==> config.mk <==
export PLATFORM = sky130hd
export DESIGN_NAME = sorted_time_priority_queue
export DESIGN_NICKNAME = d
export VERILOG_FILES = /design/src/design/stpq_pkg.sv /design/src/design/sorted_time_priority_queue.sv /design/src/design/stpq_cell.sv
export SDC_FILE = /design/constraint.sdc
export NUM_CORES = 1
export LEC_CHECK = 0
export BUFFER_PORTS_ARGS = -buffer_cell sky130_fd_sc_hd__buf_2
export CAP_MARGIN = 30
export CELL_PAD_IN_SITES_DETAIL_PLACEMENT = 0
export CELL_PAD_IN_SITES_GLOBAL_PLACEMENT = 1
export CORE_AREA = 2 2 242 244
export CTS_BUF_LIST = sky130_fd_sc_hd__clkbuf_2 sky130_fd_sc_hd__clkbuf_4 sky130_fd_sc_hd__clkbuf_8
export CTS_CLUSTER_DIAMETER = 200
export CTS_CLUSTER_SIZE = 40
export DETAILED_ROUTE_END_ITERATION = 12
export DIE_AREA = 0 0 244 246
export PLACE_DENSITY_LB_ADDON = 0.1
export SKIP_LAST_GASP = 1
export SYNTH_ARGS = -nofsm -noshare
export SYNTH_HDL_FRONTEND = slang
export SYNTH_SLANG_ARGS = --single-unit
==> constraint.sdc <==
create_clock -name clk_i -period 4.42 [get_ports clk_i]
set_input_delay 0.442 -clock clk_i [delete_from_list [all_inputs] [get_ports clk_i]]
set_output_delay 0.442 -clock clk_i [all_outputs]
set_load 0.01 [all_outputs]
==> src/design/stpq_pkg.sv <==
// shared types and constants for the sorted time priority queue
package stpq_pkg;

  localparam int unsigned CAPACITY_DEF = 16;
  localparam int unsigned TIME_W       = 16;
  localparam int unsigned INFO_W       = 8;
  localparam int unsigned COUNT_OUT_W  = 5;

  typedef enum logic {
    MODE_ENQ = 1'b0,
    MODE_DEQ = 1'b1
  } mode_e;

  typedef enum logic [1:0] {
    STATUS_DONE  = 2'd0,
    STATUS_FULL  = 2'd1,
    STATUS_EMPTY = 2'd2
  } status_e;

  typedef struct packed {
    logic [TIME_W-1:0] entry_time;
    logic [INFO_W-1:0] entry_info;
  } entry_t;

  typedef struct packed {
    mode_e             mode;
    logic [TIME_W-1:0] entry_time;
    logic [INFO_W-1:0] entry_info;
  } in_t;

  typedef struct packed {
    status_e                status;
    logic [TIME_W-1:0]      out_time;
    logic [INFO_W-1:0]      out_info;
    logic [COUNT_OUT_W-1:0] out_count;
  } out_t;

  // broadcast from the top level to every cell
  typedef struct packed {
    logic   ins;
    logic   rem;
    entry_t new_entry;
  } cell_ctrl_t;

endpackage

==> src/design/sorted_time_priority_queue.sv <==
// top level: row of sorted cells with fill count and registered result
// a result is registered in the output register in the cycle after its input transfer
// throughput: one item per cycle while the input is not stalled; the whole cell row shifts
// in the same cycle as the broadcast key compare, so each item needs a single update of the row
// input stall follows output stall only while a result is held in the output register
// reset clears the fill count and the output valid; cell contents stay undefined
module sorted_time_priority_queue #(
  parameter int unsigned CAPACITY = stpq_pkg::CAPACITY_DEF
) (
  input  logic           clk_i,
  input  logic           rst_ni,
  input  logic           in_valid_i,
  output logic           in_stall_o,
  input  stpq_pkg::in_t  in_i,
  output logic           out_valid_o,
  input  logic           out_stall_i,
  output stpq_pkg::out_t out_o
);
  import stpq_pkg::*;

  localparam int unsigned CNT_W = $clog2(CAPACITY + 1);

  logic [CNT_W-1:0] count_q, count_d;
  logic             out_valid_q, out_valid_d;
  out_t             out_q, out_d;

  logic             in_fire;
  logic             full, empty;
  cell_ctrl_t       ctrl;

  logic   [CAPACITY-1:0] occupied;
  logic   [CAPACITY-1:0] after;
  entry_t [CAPACITY-1:0] cell_entry;

  assign in_stall_o = out_valid_q && out_stall_i;
  assign in_fire    = in_valid_i && !in_stall_o;
  assign full       = count_q >= CNT_W'(CAPACITY);
  assign empty      = count_q == '0;

  assign ctrl.ins       = in_fire && (in_i.mode == MODE_ENQ) && !full;
  assign ctrl.rem       = in_fire && (in_i.mode == MODE_DEQ) && !empty;
  assign ctrl.new_entry = '{entry_time: in_i.entry_time, entry_info: in_i.entry_info};

  for (genvar i = 0; i < CAPACITY; i++) begin : g_cell
    logic   left_after;
    entry_t left_entry;
    entry_t right_entry;

    assign occupied[i] = count_q > CNT_W'(i);

    if (i == 0) begin : g_head
      assign left_after = 1'b0;
      assign left_entry = cell_entry[0];
    end else begin : g_body
      assign left_after = after[i-1];
      assign left_entry = cell_entry[i-1];
    end

    if (i == CAPACITY - 1) begin : g_tail
      assign right_entry = cell_entry[i];
    end else begin : g_inner
      assign right_entry = cell_entry[i+1];
    end

    stpq_cell u_cell (
      .clk_i         (clk_i),
      .ctrl_i        (ctrl),
      .occupied_i    (occupied[i]),
      .left_after_i  (left_after),
      .left_entry_i  (left_entry),
      .right_entry_i (right_entry),
      .after_o       (after[i]),
      .entry_o       (cell_entry[i])
    );
  end

  always_comb begin
    count_d = count_q;
    if (ctrl.ins) begin
      count_d = count_q + CNT_W'(1);
    end else if (ctrl.rem) begin
      count_d = count_q - CNT_W'(1);
    end
  end

  always_comb begin
    out_d           = out_q;
    out_d.status    = STATUS_DONE;
    out_d.out_time  = '0;
    out_d.out_info  = '0;
    out_d.out_count = COUNT_OUT_W'(count_d);
    if (in_i.mode == MODE_ENQ) begin
      if (full) begin
        out_d.status = STATUS_FULL;
      end
    end else if (empty) begin
      out_d.status = STATUS_EMPTY;
    end else begin
      out_d.out_time = cell_entry[0].entry_time;
      out_d.out_info = cell_entry[0].entry_info;
    end
  end

  always_comb begin
    out_valid_d = out_valid_q;
    if (in_fire) begin
      out_valid_d = 1'b1;
    end else if (!out_stall_i) begin
      out_valid_d = 1'b0;
    end
  end

  always_ff @(posedge clk_i or negedge rst_ni) begin
    if (!rst_ni) begin
      count_q     <= '0;
      out_valid_q <= 1'b0;
    end else begin
      count_q     <= count_d;
      out_valid_q <= out_valid_d;
    end
  end

  always_ff @(posedge clk_i) begin
    if (in_fire) begin
      out_q <= out_d;
    end
  end

  assign out_valid_o = out_valid_q;
  assign out_o       = out_q;

  a_count_bounded : assert property (@(posedge clk_i) disable iff (!rst_ni)
    count_q <= CNT_W'(CAPACITY))
    else $error("fill count above capacity");

  a_enq_grows : assert property (@(posedge clk_i) disable iff (!rst_ni)
    ctrl.ins |=> count_q == $past(count_q) + CNT_W'(1))
    else $error("good enqueue did not raise the count");

  a_reject_holds : assert property (@(posedge clk_i) disable iff (!rst_ni)
    in_fire && !ctrl.ins && !ctrl.rem |=> $stable(count_q))
    else $error("rejected request changed the count");

  a_result_follows : assert property (@(posedge clk_i) disable iff (!rst_ni)
    in_fire |=> out_valid_q && out_q.out_count == COUNT_OUT_W'(count_q))
    else $error("result missing or count mismatch after transfer");

  a_ins_not_rem : assert property (@(posedge clk_i) disable iff (!rst_ni)
    !(ctrl.ins && ctrl.rem))
    else $error("insert and remove in the same cycle");

endmodule

==> src/design/stpq_cell.sv <==
// one slot of the sorted entry row
module stpq_cell (
  input  logic                clk_i,
  input  stpq_pkg::cell_ctrl_t ctrl_i,
  input  logic                occupied_i,
  input  logic                left_after_i,
  input  stpq_pkg::entry_t    left_entry_i,
  input  stpq_pkg::entry_t    right_entry_i,
  output logic                after_o,
  output stpq_pkg::entry_t    entry_o
);
  import stpq_pkg::*;

  entry_t entry_q, entry_d;

  // new key belongs before this slot: slot empty or holds a strictly larger key
  assign after_o = !occupied_i || (entry_q.entry_time > ctrl_i.new_entry.entry_time);

  always_comb begin
    entry_d = entry_q;
    if (ctrl_i.ins) begin
      if (left_after_i) begin
        entry_d = left_entry_i;
      end else if (after_o) begin
        entry_d = ctrl_i.new_entry;
      end
    end else if (ctrl_i.rem) begin
      entry_d = right_entry_i;
    end
  end

  always_ff @(posedge clk_i) begin
    entry_q <= entry_d;
  end

  assign entry_o = entry_q;

endmodule
# --- After elaboration in Yosys (flattened, before gate mapping) ---
# Cells that the tools add are included.
totals:
  regBits: 421
  out_inout_bits: 33
op_classes:
  add_sub_neg: 2
  order_cmp: 33
  n_eq_ne: 16
  muxes: 68
  n_bitwise: 1
  reduce_logical: 61
ops:
  columns: ["cell", "n"]
  rows:
  - ["2-to-1 mux 24 bit", 61]
  - ["> comparator 16 bit", 16]
  - ["!= test 3 x 1 -> 1 bit, second input constant", 14]
  - ["> comparator 5 x 4 -> 1 bit, second input constant", 8]
  - ["AND reduction 2 bit", 16]
  - ["> comparator 5 x 3 -> 1 bit, second input constant", 4]
  - ["zero test 1 bit", 19]
  - ["logical OR 1 bit", 16]
  - ["> comparator 5 x 1 -> 1 bit, second input constant", 2]
  - ["> comparator 5 x 2 -> 1 bit, second input constant", 2]
  - ["2-to-1 mux 5 bit", 2]
  - ["logical AND 1 bit", 6]
  - ["adder 5 x 1 -> 5 bit, second input constant", 1]
  - [">= comparator 5 bit, second input constant", 1]
  - ["zero test 5 bit", 1]
  - ["subtractor 5 x 1 -> 5 bit, second input constant", 1]
  - ["2-to-1 mux 2 bit", 2]
  - ["!= test 2 x 1 -> 1 bit, second input constant", 2]
  - ["nonzero test 2 bit", 2]
  - ["2-to-1 mux 1 bit", 3]
  - ["OR reduction 2 bit", 1]
  - ["inverter 1 bit", 1]

# --- Longest topological paths before layout ---
# Gate-level depths: netlist of the first run.
logic_depth:
  word_depth: 7
  depth_mapped: 12
  mapped_depth_nobuf: 9

# --- Modules after synthesis ---
# Synthesis of the first run repeated with hierarchy kept, for this count alone.
hier_totals:
  cells_unflattened: 2759
  area_unflattened_um2: 27963.1
by_module_without_submodules:
  columns: ["mod", "n_inst", "cells_each", "area_per_inst_um2", "seq_area_each_um2"]
  rows:
  - ["stpq_cell", 16, 164, 1642.8, 720.7]
  - ["sorted_time_priority_queue", 1, 135, 1677.9, 1081.0]

# --- Worst setup path before layout of the first run ---
# No wires, ideal clock.
synth_timing:
  path_type: "input-to-reg"
  start: "input port in_i[22] in the netlist's numbering"
  end: "register g_cell[13].u_cell.entry_q, in the netlist g_cell[13].u_cell.entry_o[0], enable pin"
  setup_time_ns: 0.413
  arrival_ns: 4.092
  setup_slack_ns: -0.085
  stages: 10
  n_path_buf: 2
  cell_sequence: "clkbuf_1 > inv_1 > ha_1 > nand4_1 > or4_1 > nand2b_4 > a31oi_4 > buf_2 > nor3_1 > a21oi_1"
synth_between:
  elab_chain_len: 4
synth_lines:
  columns: ["element", "line", "rtl"]
  rows:
  - ["start, declared", "sorted_time_priority_queue.sv:14", "input stpq_pkg::in_t in_i,"]
  - ["> comparator 16 bit", "stpq_cell.sv:17", "assign after_o = !occupied_i || (entry_q.entry_time > ctrl_i.new_entry.entry_time);"]
  - ["logical OR 1 bit", "stpq_cell.sv:17", null]
  - ["!= test 3 x 1 -> 1 bit (no source line) (*)", null, null]
  - ["AND reduction 2 bit (no source line) (*)", null, null]
  - ["end signal, assigned", "stpq_cell.sv:33", "entry_q <= entry_d;"]
  - ["end, declared", "stpq_cell.sv:14", "entry_t entry_q, entry_d;"]
# Mark *: on every way between the ends. The rest lies on a longest branch, timed or not.
# A chain may end at the register's enable or synchronous reset.

==> impl_metrics.py, run 1 <==
metrics = {
    "global_route": {
        "grt_pass1_vias": 25500,
        "grt_max_degree": 164,
        "antenna_found_initial": 1,
        "track_usage_pct": 31.0,
        "grt_pass1_wl_um": 148000,
        "grt_overflow": 0,
    },
    "floorplan": {
        "fp.dieH_um": 246,
        "die_w_um": 244,
        "io_pins": 62,
        "fp.dieArea_um2": 60000,
        "num_rows": 88,
        "initial_core_util_pct": 51.8,
        "core_area_um2": 57400,
    },
    "cells_and_area": {
        "fin_nets": 3455,
        "areaGrowthSynthToFinish_pct": 6.11,
        "final_core_util_pct": 54.9,
        "final_area_um2": 31500,
        "fin_cells": 3941,
        "drive_gt1_share_pct": 11.4,
    },
    "clock_network": {
        "clock-sinks": 421,
        "cts_htree_levels": 1,
        "root_buffer": "clkbuf_8",
        "clk_pin_slew_worst_paths_ns": 0.27,
        "cts.path.max_buffers": 3,
        "cts_resized": 0,
        "cts_tree": "built",
        "insertion_delay_ns": 0.72,
        "cts_setup_buffers": 0,
        "numCtsBuffers": 14,
    },
    "logic_synthesis": {
        "synth-seq-cells": 421,
        "synth_top_area_share_pct": 42.0,
        "ys_seq_area_share_pct": 42.5,
        "synth_edf_count": 415,
        "synth-async-reset-ratio_pct": 1.43,
        "netlist_area_um2": 29700,
        "synth_area_leader_cell": "edfxtp_1",
        "synth_nets": 3513,
        "synth_ff_type": "edfxtp_1",
        "synth.most_common_cell": "nor3_1",
        "synth_cells": 3224,
        "yosysWarnings": 0,
        "synth_common_cells": "nor3_1 (425), edfxtp_1 (415), nor2_1 (394)",
        "syn_area_per_cell_um2": 9.21,
        "netlist-cell-type-count": 66,
        "netlist_top_cells_area": "edfxtp_1 (42%), ha_1 (11%), nor3_1 (7.2%)",
    },
    "sta": {
        "worst_pin_slew_ns": 1.03,
        "clock.fmax_mhz": 259,
        "skew_ns": 0.0739,
        "fin_crit_sh_pct": 87.3,
        "finalSetupViolCount": 0,
        "post-route-worst-setup-slack_ns": 0.560,
        "rsz0062_at_grt": "false",
        "tns_ns": 0,
        "relSlewSlack_pct": 31.4,
        "layout_min_cycle_time_ns": 3.86,
        "hold_viol_final": 0,
        "report.final.slew_viol_count": 0,
    },
    "place": {
        "post-place-ws_ns": 0.172,
        "placed_cell_area_um2": 31100,
        "place_hpwl_um": 70100,
        "io_buffer_count": 61,
        "finalWeightedCongestion": 0.917,
        "dpl.cell_count": 3909,
    },
    "power": {
        "leakage_uw": 0.0117,
        "ir_worst_vdd_v": 0.000327,
        "p_per_area_nw_per_um2": 415,
    },
    "setup_path": {
        "crit_family": "simple AND/OR/NAND/NOR gates",
        "cp_cell_sequence": "ha_1 > nand4_1 > nor4_1 > nand4_1 > nand2_1 > or3_1 > o31ai_1 > a2111oi_0",
        "crit_top_cell": "nand4_1",
        "setup.worst_path.start_class": "flip-flop",
        "worstPathMaxFanout": 24,
        "critPathCaptureType": "flip-flop",
        "critPathMaxStageDelay_ns": 0.85,
        "cp_data_arrival_time_ns": 4.37,
        "critPathKind": "flip-flop to flip-flop",
        "crit_buf_inv": 0,
        "cp_data_required_time_ns": 4.93,
        "cpMaxStageDelayCell": "nor4_1",
    },
    "routing": {
        "ant_nets": 0,
        "wl_um": 95100,
        "drt_pass1_iterations": 6,
        "dr_total_vias": 26500,
        "wl_per_cell_um": 24.1,
        "drt-initial-drc-count": 2817,
        "drcViolationCount": 0,
        "vias_per_cell": 6.73,
    },
    "run": {
        "maxCapViolCount": 0,
    },
    "min_path": {
        "worstHoldPathType": "input port to asynchronous set/reset pin",
    },
    "run_status": {
        "status": "completed",
    },
}
[report_power, final]
group          total (uW)  internal, uW  switching, uW
Clock                1680           399           1280
Sequential           5900          5290            610
Combinational        5490          1860           3620
Total               13100          7550           5520
[sequential cells by signal (all words and copies together), names as in the netlist]
register and flops:
out_valid_o 1, out_o 31, count_q 5, g_cell.u_cell.entry_o 384
[metal layers]
metal / global-route usage, % / up-vias / share of wire (%)
li1: - / 12200 / -
met1: 45.8 / 12900 / 44
met2: 47.8 / 1261 / 44
met3: 3.46 / 150 / 8.4
met4: 9.34 / 0 / 2.9
met5: 0 / - / 0
[layout by cell type (no fill, tap or decap), types with 46 or more instances in the layout]
| cell type | count |
|---|---|
| buf_2 | 61 |
| ha_1 | 260 |
| o21ai_0 | 77 |
| nor2_1 | 392 |
| a311oi_1 | 49 |
| nand3_1 | 53 |
| mux2i_1 | 77 |
| nand2_1 | 233 |
| a21oi_1 | 309 |
| edfxtp_1 | 415 |
| buf_4 | 130 |
| o221a_2 | 69 |
| nor3_1 | 425 |
| o22ai_1 | 46 |
| inv_1 | 47 |
| o31ai_1 | 90 |
| nand4_1 | 52 |
[cell families (layout without fill, tap and decap cells)]
| logic type | Yosys count | count (layout) | synth area share [%] |
|---|---|---|---|
| buffers and inverters | 328 | 278 | 4.34 |
| adder cells (fa/ha/maj) | 260 | 260 | 11.0 |
| multiplexers | 101 | 101 | 3.51 |
| AO/OA/AOI/OAI | 822 | 822 | 18.7 |
| XOR/XNOR | 3 | 3 | 0.0885 |
| other | 0 | 2 | 0 |
| AND/OR/NAND/NOR | 1289 | 1289 | 20.0 |
| flip-flops | 421 | 421 | 42.5 |
[what timing repair did]
item / 4_1_cts / 5_1_grt
endpoints found under the hold margin: 7 / 0
setup endpoints to repair: 0 / 0
hold buffers: 3 / 0
[through the flow]
stage                     hold slack (ns)  total power, uW
final                              0.0676            13100
after detailed placement            0.295            11300
after global placement              0.296            11100
after global routing               0.0624            13800
after CTS                          0.0462            13000
after floorplan                     0.146             9500
[area by class of cell]
class                      count  area (um^2)
fill                        5182        25900
multi-input combinational   2475        15900
sequential                   421        12600
timing repair buffer         206         1530
tap                          765          957
clock buffer                  23          267
inverter                      48          180
clock inverter                 1         20.0
antenna                        2         5.00
[final timing paths]
check / slack (ns) / start / cells after the start / to
max: 0.56 / g_cell[11].u_cell.entry_o[22] / 8 / g_cell[12].u_cell.entry_o[8]
max in group asynchronous: 4.12 / rst_ni / 2 / out_valid_o
min reg2reg: 0.58 / g_cell[15].u_cell.entry_o[0] / 2 / g_cell[14].u_cell.entry_o[0]
min: 0.07 / rst_ni / 2 / count_q[1]
min in group clk_i: 0.30 / in_i[13] / 3 / g_cell[0].u_cell.entry_o[13]
max reg2reg: 0.56 / g_cell[11].u_cell.entry_o[22] / 8 / g_cell[12].u_cell.entry_o[8]
Note: power is estimated with default switching activity, not from simulation.
==> inputs of run 2 (changes only) <==
--- a/config.mk
+++ b/config.mk
@@ -9,12 +9,12 @@
 export CAP_MARGIN = 30
 export CELL_PAD_IN_SITES_DETAIL_PLACEMENT = 0
 export CELL_PAD_IN_SITES_GLOBAL_PLACEMENT = 1
-export CORE_AREA = 2 2 242 244
+export CORE_AREA = 2 2 247 249
 export CTS_BUF_LIST = sky130_fd_sc_hd__clkbuf_2 sky130_fd_sc_hd__clkbuf_4 sky130_fd_sc_hd__clkbuf_8
-export CTS_CLUSTER_DIAMETER = 200
+export CTS_CLUSTER_DIAMETER = 80
 export CTS_CLUSTER_SIZE = 40
 export DETAILED_ROUTE_END_ITERATION = 12
-export DIE_AREA = 0 0 244 246
+export DIE_AREA = 0 0 249 251
 export PLACE_DENSITY_LB_ADDON = 0.1
 export SKIP_LAST_GASP = 1
 export SYNTH_ARGS = -nofsm -noshare
==> constraint.sdc (replaced) <==
create_clock -name clk_i -period 3.6 [get_ports clk_i]
set_input_delay 0.36 -clock clk_i [delete_from_list [all_inputs] [get_ports clk_i]]
set_output_delay 0.36 -clock clk_i [all_outputs]
set_load 0.01 [all_outputs]
==> run 2 against run 1 <==
Die area increased by 4.1%. First-iteration DRC count down 1.0%. Critical path depth is 1 higher. Global-route usage fell by 0.95 points. Critical path type unchanged. Critical endpoint is now g_cell[4].u_cell.entry_o[12]. Sequential share of layout area is 1.3 points lower. Non-clock buffer count grew 28. Via count is 1.0% higher. Clock-buffer cell count rose by 17. Clock skew decreased by 0.032 ns. Combinational power up 26%. Core utilization fell by 0.42 points.
==> impl_metrics.py, run 2 (synthesis results as in run 1) <==
metrics = {
    "sta": {
        "finalSetupViolCount": 0,
        "tns_ns": 0,
        "timing.hold.ws_ns": 0.0597,
        "relSlewSlack_pct": 33.9,
        "worst_pin_slew_ns": 0.992,
        "clock.fmax_mhz": 293,
        "skew_ns": 0.0419,
        "post-route-worst-setup-slack_ns": 0.187,
        "hold_viol_final": 0,
        "fin_crit_sh_pct": 94.8,
        "rsz0062_at_grt": "false",
        "layout_min_cycle_time_ns": 3.41,
        "report.final.slew_viol_count": 0,
    },
    "routing": {
        "dr_total_vias": 26800,
        "drcViolationCount": 0,
        "wl_um": 96300,
        "drt-initial-drc-count": 2788,
        "ant_nets": 0,
        "drt_pass1_iterations": 6,
        "wl_per_cell_um": 23.9,
        "vias_per_cell": 6.66,
    },
    "global_route": {
        "use_met1_pct": 43.5,
        "grt_overflow": 0,
        "antenna_found_initial": 1,
        "use_met3_pct": 4.04,
        "grt_max_degree": 115,
        "grt_pass1_vias": 25600,
        "grt_pass1_wl_um": 149000,
        "grt_use_met2_pct": 47.1,
        "track_usage_pct": 30.0,
        "grt_most_used_layer": "met2",
    },
    "cells_and_area": {
        "fin_cells": 4024,
        "largest_reg_flops": 384,
        "drive_gt1_share_pct": 13.3,
        "fin_nets": 3504,
        "mostFrequentLayoutCell": "nor3_1",
        "final_area_um2": 32600,
        "mostFrequentLayoutCells": "nor3_1 (425), edfxtp_1 (415), nor2_1 (391)",
        "areaGrowthSynthToFinish_pct": 9.76,
    },
    "power": {
        "leakage_uw": 0.0122,
        "ir_worst_vdd_v": 0.000345,
        "p_per_area_nw_per_um2": 536,
    },
    "floorplan": {
        "fp.dieH_um": 251,
        "initial_core_util_pct": 49.7,
        "num_rows": 90,
        "core_area_um2": 59800,
        "die_w_um": 249,
        "fp.dieArea_um2": 62500,
        "io_pins": 62,
    },
    "place": {
        "io_buffer_count": 61,
        "finalWeightedCongestion": 0.872,
        "dpl.cell_count": 3957,
        "placed_cell_area_um2": 31700,
        "place_hpwl_um": 70800,
        "post-place-ws_ns": -0.237,
    },
    "setup_path": {
        "cp_cell_sequence": "ha_1 > nand4_1 > a21oi_1 > a2111oi_0 > buf_4 > o21ai_0 > or3_1 > buf_12 > o221a_2",
        "critPathMaxStageDelay_ns": 0.63,
        "cpMaxStageDelayCell": "a2111oi_0",
        "cp_data_arrival_time_ns": 3.80,
        "crit_family": "compound AO/OA/AOI/OAI gates",
        "critPathCaptureType": "flip-flop",
        "setup.worst_path.start_class": "flip-flop",
        "worstPathMaxFanout": 23,
        "cp_data_required_time_ns": 3.99,
        "crit_buf_inv": 2,
        "critPathKind": "flip-flop to flip-flop",
    },
    "run_status": {
        "status": "completed",
    },
    "clock_network": {
        "cts_htree_levels": 2,
        "cts.path.max_buffers": 3,
        "root_buffer": "clkbuf_8",
        "clk_pin_slew_worst_paths_ns": 0.14,
        "insertion_delay_ns": 0.66,
        "cts_tree": "built",
        "clock-sinks": 421,
        "numCtsBuffers": 35,
    },
    "run": {
        "maxCapViolCount": 0,
    },
    "min_path": {
        "worstHoldPathType": "input port to asynchronous set/reset pin",
    },
}
==> run 2: worst reg2reg max path, stage by stage (launching register included) <==
cell and delay (ns):
edfxtp_1 0.50, ha_1 0.34, nand4_1 0.29, a21oi_1 0.16, a2111oi_0 0.63, buf_4 0.25, o21ai_0 0.15, or3_1 0.40
buf_12 0.19, o221a_2 0.27
==> run 2: report_power, final <==
| part | leakage [uW] | switching [uW] | total, uW | internal [uW] |
|---|---|---|---|---|
| Combinational | 0.00778 | 4550 | 6940 | 2390 |
| Sequential | 0.00400 | 709 | 7200 | 6490 |
| Clock | 0.000420 | 2060 | 3330 | 1270 |
| Total | 0.0122 | 7310 | 17500 | 10200 |
==> run 2: metal layers <==
metal | share of wire (%) | up-vias
li1 | - | 12400
met1 | 45 | 13200
met2 | 45 | 1126
met3 | 7.7 | 147
met4 | 2.7 | 0
met5 | 0 | -
==> run 2: worst paths after layout <==
kind	from	end	slack, ns	depth (start not counted)
max	g_cell[3].u_cell.entry_o[18]	g_cell[4].u_cell.entry_o[12]	0.19	9
min	rst_ni	count_q[1]	0.06	2
max reg2reg	g_cell[3].u_cell.entry_o[18]	g_cell[4].u_cell.entry_o[12]	0.19	9
min reg2reg	g_cell[15].u_cell.entry_o[1]	g_cell[14].u_cell.entry_o[1]	0.54	2
max in group asynchronous	rst_ni	count_q[0]	3.31	2
min in group clk_i	in_i[13]	g_cell[0].u_cell.entry_o[13]	0.24	3
==> run 2: area by class of cell <==
class | instances | area (um^2)
fill | 5345 | 27200
clock inverter | 23 | 308
multi-input combinational | 2475 | 16000
antenna | 1 | 2.50
clock buffer | 40 | 532
timing repair buffer | 234 | 1970
inverter | 48 | 184
sequential | 421 | 12600
tap | 782 | 978
==> run 2: repair_timing <==
| action | in CTS | in global routing |
|---|---|---|
| endpoints found under the hold margin | 7 | 0 |
| resized for setup | 0 | 1 |
| endpoints found under the setup margin | 0 | 48 |
| setup buffers | 0 | 0 |
| hold buffers | 3 | 0 |
==> run 2: metrics by stage <==
step           utilization [%]  total power, uW
3_5_place_dp              53.0            14100
6_report                  54.5            17500
2_1_floorplan                -            11700
5_1_grt                   54.5            18400
4_1_cts                   54.5            17400
3_3_place_gp              53.0            13800
